## config.mk

```make
export PLATFORM = sky130hd
export DESIGN_NAME = hfds_ctrl
export DESIGN_NICKNAME = d
export VERILOG_FILES = /design/src/rtl/hfds_pkg.sv /design/src/rtl/hfds_ctrl.sv
export SDC_FILE = /design/constraint.sdc
export NUM_CORES = 1
export LEC_CHECK = 0
export ABC_AREA = 1
export BUFFER_PORTS_ARGS = -buffer_cell sky130_fd_sc_hd__buf_2
export CAP_MARGIN = 10
export CORE_AREA = 4 4 41 43
export CTS_CLUSTER_DIAMETER = 150
export DETAILED_ROUTE_END_ITERATION = 16
export DIE_AREA = 0 0 45 47
export GPL_ROUTABILITY_DRIVEN = 0
export GPL_TIMING_DRIVEN = 0
export HOLD_SLACK_MARGIN = 0.03
export PLACE_DENSITY_LB_ADDON = 0.1
export SYNTH_ARGS = -nofsm -noshare
export SYNTH_HDL_FRONTEND = slang
export SYNTH_SLANG_ARGS = --single-unit
```

## constraint.sdc

```tcl
create_clock -name clk -period 1.5 [get_ports clk]
set_input_delay 0.225 -clock clk [delete_from_list [all_inputs] [get_ports clk]]
set_output_delay 0.225 -clock clk [all_outputs]
set_load 0.1 [all_outputs]
```

## src/rtl/hfds_pkg.sv

```systemverilog
package hfds_pkg;

  // Defaults for the top-level parameters
  localparam int MAX_SIDE_DEF    = 256;
  localparam int STORE_WORDS_DEF = 131072;
  localparam int DEPTH_BITS_DEF  = 24;

  // Fixed field widths
  localparam int ADDR_W     = 17;
  localparam int DEPTH_W    = 24;
  localparam int UV_W       = 21;
  localparam int LEVEL_W    = 4;
  localparam int SIDE_W     = 9;
  localparam int CFG_IDX_W  = 2;
  localparam int CFG_DATA_W = 9;

  // Clamped UV in [0, 1.0] as Q.16
  localparam int UVC_W = 17;
  localparam logic [UVC_W-1:0] UV_ONE = 17'h10000;

  // Linear texel address across the whole pyramid (9-bit sides)
  localparam int RADDR_W = 19;

  // Configuration register indexes
  localparam logic [CFG_IDX_W-1:0] CFG_BASE_WIDTH  = 2'd0;
  localparam logic [CFG_IDX_W-1:0] CFG_BASE_HEIGHT = 2'd1;
  localparam logic [CFG_IDX_W-1:0] CFG_LEVEL_COUNT = 2'd2;

  typedef struct packed {
    logic       load;
    logic       wr;
    logic       off_step;
    logic       idx_step;
    logic       row_step;
    logic       rd_issue;
    logic       fold;
    logic       out_load;
    logic [1:0] step;
  } hfds_cmd_t;

  typedef struct packed {
    logic bypass;
    logic off_done;
  } hfds_sts_t;

endpackage

```

## src/rtl/hfds_ctrl.sv

```systemverilog
module hfds_ctrl import hfds_pkg::*; (
  input  logic      clk,
  input  logic      rst_n,
  input  logic      in_valid,
  input  logic      in_is_write,
  output logic      in_ready,
  output logic      out_valid,
  input  logic      out_ready,
  output hfds_cmd_t cmd,
  input  hfds_sts_t sts
);

  localparam logic [2:0] ST_IDLE = 3'd0;
  localparam logic [2:0] ST_OFF  = 3'd1;
  localparam logic [2:0] ST_IDX  = 3'd2;
  localparam logic [2:0] ST_ROW  = 3'd3;
  localparam logic [2:0] ST_RD   = 3'd4;
  localparam logic [2:0] ST_FOLD = 3'd5;
  localparam logic [2:0] ST_DONE = 3'd6;

  logic [2:0] state_r, state_nxt;
  logic [1:0] step_r, step_nxt;
  logic       out_valid_r, out_valid_nxt;

  always_comb begin
    state_nxt = state_r;
    step_nxt  = step_r;
    in_ready  = 1'b0;
    cmd       = '0;
    cmd.step  = step_r;
    case (state_r)
      ST_IDLE: begin
        in_ready = 1'b1;
        if (in_valid) begin
          if (in_is_write) begin
            cmd.wr = 1'b1;
          end else begin
            cmd.load  = 1'b1;
            step_nxt  = 2'd0;
            state_nxt = sts.bypass ? ST_DONE : ST_OFF;
          end
        end
      end
      ST_OFF: begin
        if (sts.off_done) begin
          state_nxt = ST_IDX;
          step_nxt  = 2'd0;
        end else begin
          cmd.off_step = 1'b1;
        end
      end
      ST_IDX: begin
        cmd.idx_step = 1'b1;
        step_nxt     = step_r + 2'd1;
        if (step_r == 2'd3) begin
          state_nxt = ST_ROW;
        end
      end
      ST_ROW: begin
        cmd.row_step = 1'b1;
        if (step_r == 2'd1) begin
          step_nxt  = 2'd0;
          state_nxt = ST_RD;
        end else begin
          step_nxt = step_r + 2'd1;
        end
      end
      ST_RD: begin
        // read k issues while the data of read k-1 is folded
        cmd.rd_issue = 1'b1;
        cmd.fold     = (step_r != 2'd0);
        step_nxt     = step_r + 2'd1;
        if (step_r == 2'd3) begin
          state_nxt = ST_FOLD;
        end
      end
      ST_FOLD: begin
        cmd.fold  = 1'b1;
        state_nxt = ST_DONE;
      end
      ST_DONE: begin
        if (!out_valid_r || out_ready) begin
          cmd.out_load = 1'b1;
          state_nxt    = ST_IDLE;
        end
      end
      default: begin
        state_nxt = ST_IDLE;
      end
    endcase
  end

  always_comb begin
    if (cmd.out_load) begin
      out_valid_nxt = 1'b1;
    end else if (out_ready) begin
      out_valid_nxt = 1'b0;
    end else begin
      out_valid_nxt = out_valid_r;
    end
  end

  always_ff @(posedge clk) begin
    if (!rst_n) begin
      state_r     <= ST_IDLE;
      step_r      <= 2'd0;
      out_valid_r <= 1'b0;
    end else begin
      state_r     <= state_nxt;
      step_r      <= step_nxt;
      out_valid_r <= out_valid_nxt;
    end
  end

  assign out_valid = out_valid_r;

  a_fold_to_done: assert property (@(posedge clk) disable iff (!rst_n)
    state_r == ST_FOLD |=> state_r == ST_DONE)
    else $error("fold not followed by result stage");

  a_write_stays_idle: assert property (@(posedge clk) disable iff (!rst_n)
    (state_r == ST_IDLE && in_valid && in_is_write) |=> state_r == ST_IDLE)
    else $error("write item left the idle state");

  a_no_overwrite: assert property (@(posedge clk) disable iff (!rst_n)
    cmd.out_load |-> (!out_valid_r || out_ready))
    else $error("result register overwritten before taken");

endmodule

```

==> impl_results.md <==
* DRC Markers at 0
* Top sig layer: met4
* Worst setup SP type: flop
* Antenna fix cells at 0
* Vias at 575
* DR vias/cell at approximately 4.6
* Post-DP Area at about 700 µm²
* Worst EP required at 1270 ps
* H-tree levels at 1
* Asr flop ratio synth at 0
* Final setup vio count at 3
* Syn. warnings at 0
* Die Span X at around 45 µm
* Critical path class: flop to output port
* Core area at 1300 µm²
* Port bufs at 18
* Failing checks: setup timing
* Starting Density at 0.402
* Rel. slew slack at 0.678
* Vias in the first global route at about 550
* Number of buffer and inverter stages on the critical path at 4
* Chip height at 47 µm
* Layout cell share with drive strength beyond 1 at 0.523
* Worst Path Arrival at 1340 ps
* Final Net Count at 121
* Synth top cells by count: nand2_1 (20), nor2_1 (18), inv_1 (8)
* Drt total wl at between 1000 and 1500 µm
* Root Buffer: clkbuf_4
* Metal3 WL at between 90 and 100 µm
* Period utilization at 1.04
* First-pass GRT wire length at 2390 µm
* CP delay by family, top: buffers and inverters
* Crit. End Element: output port
* Cts bufs inserted at 3
* Die area at ~2100 µm²
* Final hold vios at 0
* Outcome: finished with violations
* Critical-path cell list: buf_6 -> inv_6 -> nand2_4 -> nor2_4 -> inv_4 -> nor2_4 -> buf_12
* Ys flop type: dfxtp_1
* Global-route usage over all layers at 0.158
* Pre-Repair DR Iteration Count at 4
* Post-synth EDFFs at 0
* Core Rows at 13
* Clock sinks at 6
* Io pins at 19
* Area share of the largest cell type after synthesis at 0.230
* Post-Route M1 WL at 559 µm
* DR WL/cell at roughly 11 µm
* Critical Path Most Common Cell: nor2_4
* Max Cap Viol at 0
* Worst Hold Class: input pin to flop
* Mapped Nets at between 90 and 100
* Most numerous cell in the Yosys netlist: nand2_1
* Synthesized area per cell at between 6 and 7 µm²
* Syn-to-layout area delta at 71.1%
* Pin count of the biggest net entering global routing at 7
* Clk_lat worst skew at between 200 and 250 ps
* CP max FO at 5
* Post-Syn Area at approximately 520 µm²
* CTS tree: yes
* Met2 WL post-DR at 686 µm
* Crit path largest cell delay at around 300 ps
* RSZ-0062 raised after global routing: yes
* HPWL after detailed placement at slightly below 1000 µm
* Post-synth cell types at 20
* Worst clock skew at 3.35 ps
* Design area at around 890 µm²
* Sequential element share of the synthesized area at 0.230
* Crit path max-delay cell type: dfxtp_1
* Yosys reg bits at 6
* Hold buffer count at cts at 0
* Post-Synthesis Cells at about 80
* Clock Path Buffers at 2
* Slew Viols, Final at 0
* Worst Tran Pin Value at around 490 ps
* Synth area leaders: dfxtp_1 (23%), nand2_1 (14%), nor2_1 (13%)
* Starting DRT DRC Count at 8
* Final global-route overflow total at 0
* CTS clock-pin slew for the worst setup and hold paths at around 40 ps
* Final worst slack at -62.0 ps
* Initial antenna violation count at 0
* Fmax at around 640 MHz
* Tmin final at 1560 ps
* Cell taking the most area after synthesis: dfxtp_1
* Final antenna-violating net count at 0
metal layers:
| metal | global-route usage | vias to the layer above |
|---|---|---|
| met5 | 0 | - |
| met3 | 0.0728 | 2 |
| met1 | 0.188 | 250 |
| met4 | 0.0351 | 0 |
| met2 | 0.263 | 17 |
| li1 | - | 306 |
placed cells by master (no fill, tap or decap):
master,netlist,routed
nand2_4,0,1
inv_4,0,3
buf_6,0,2
inv_6,0,1
a211oi_4,0,1
o21ai_0,2,2
buf_8,0,1
o21ai_1,1,1
dfxtp_4,0,3
a21oi_1,3,3
inv_2,3,3
nor2_2,4,2
ha_4,0,1
o21bai_4,1,1
inv_1,8,4
nor3_1,1,1
clkbuf_4,0,3
nor2_4,1,5
ha_1,4,3
dfxtp_1,6,1
nand3_2,1,1
nand2_2,4,4
nor2_1,18,16
nor3_4,1,1
buf_2,1,9
o211ai_1,1,1
buf_4,1,7
dfxtp_2,0,2
buf_12,0,6
clkbuf_1,0,1
nand2_1,20,19
sequential cells by signal, indices dropped and copies added, names as in the netlist:
signal     flops
step_r         2
out_valid      1
state_r        3
layout make-up:
type                            count  area, µm²
Inverter                           11       53.8
Tap cell                           15       18.8
Timing Repair Buffer               23        236
Multi-Input combinational cell     63        407
Fill cell                         124        407
Sequential cell                     6        134
Buffer                              2       18.8
Clock buffer                        4       26.3
worst reg2reg max path, stage by stage, from the launching register on:
cell and delay, ps:
dfxtp_1 320, buf_6 140, inv_6 50, nor3_4 240
buf_4 180, o21bai_4 60, nand2_2 120, nand2_1 70
nand2_1 70, nor2_2 30
metrics by stage:
step	utilization	worst slack, ps	setup TNS, ps	instances	hold WS (ps)
global route	0.688	-117	-414	124	247
global placement	0.536	-43.1	-62.8	115	489
detailed placement	0.536	-44.2	-63.1	115	490
CTS	0.671	-36.6	-52.5	123	234
floorplan	-	-481	-2730	82	338
finish	0.688	-62.0	-125	124	239
worst paths after layout:
kind / cells past startpoint / endpoint / slack (ps) / startpoint
setup / recovery: 7 / cmd[9] / -60 / state_r[1]
hold / removal: 3 / state_r[0] / 240 / rst_n
setup reg to reg: 9 / state_r[2] / 130 / state_r[1]
hold reg to reg: 4 / out_valid / 570 / out_valid
what timing repair did:
item / 4_1_cts / 5_1_grt
setup buffers: 4 / 1
pin swaps: 4 / 3
gates cloned: 0 / 0
hold endpoints to repair: 0 / 0
endpoints found under the setup margin: 9 / 8
resized for setup: 31 / 5
logic make-up after synthesis:
logic type               synth area share
AND/OR/NAND/NOR                     0.450
buffers and inverters               0.103
AO/OA/AOI/OAI                       0.122
flip-flops                          0.230
adder cells (fa/ha/maj)            0.0957
Power is left out: the tool's default activity adds up to more than one toggle a clock period on the data nets, which glitch-free logic cannot reach.
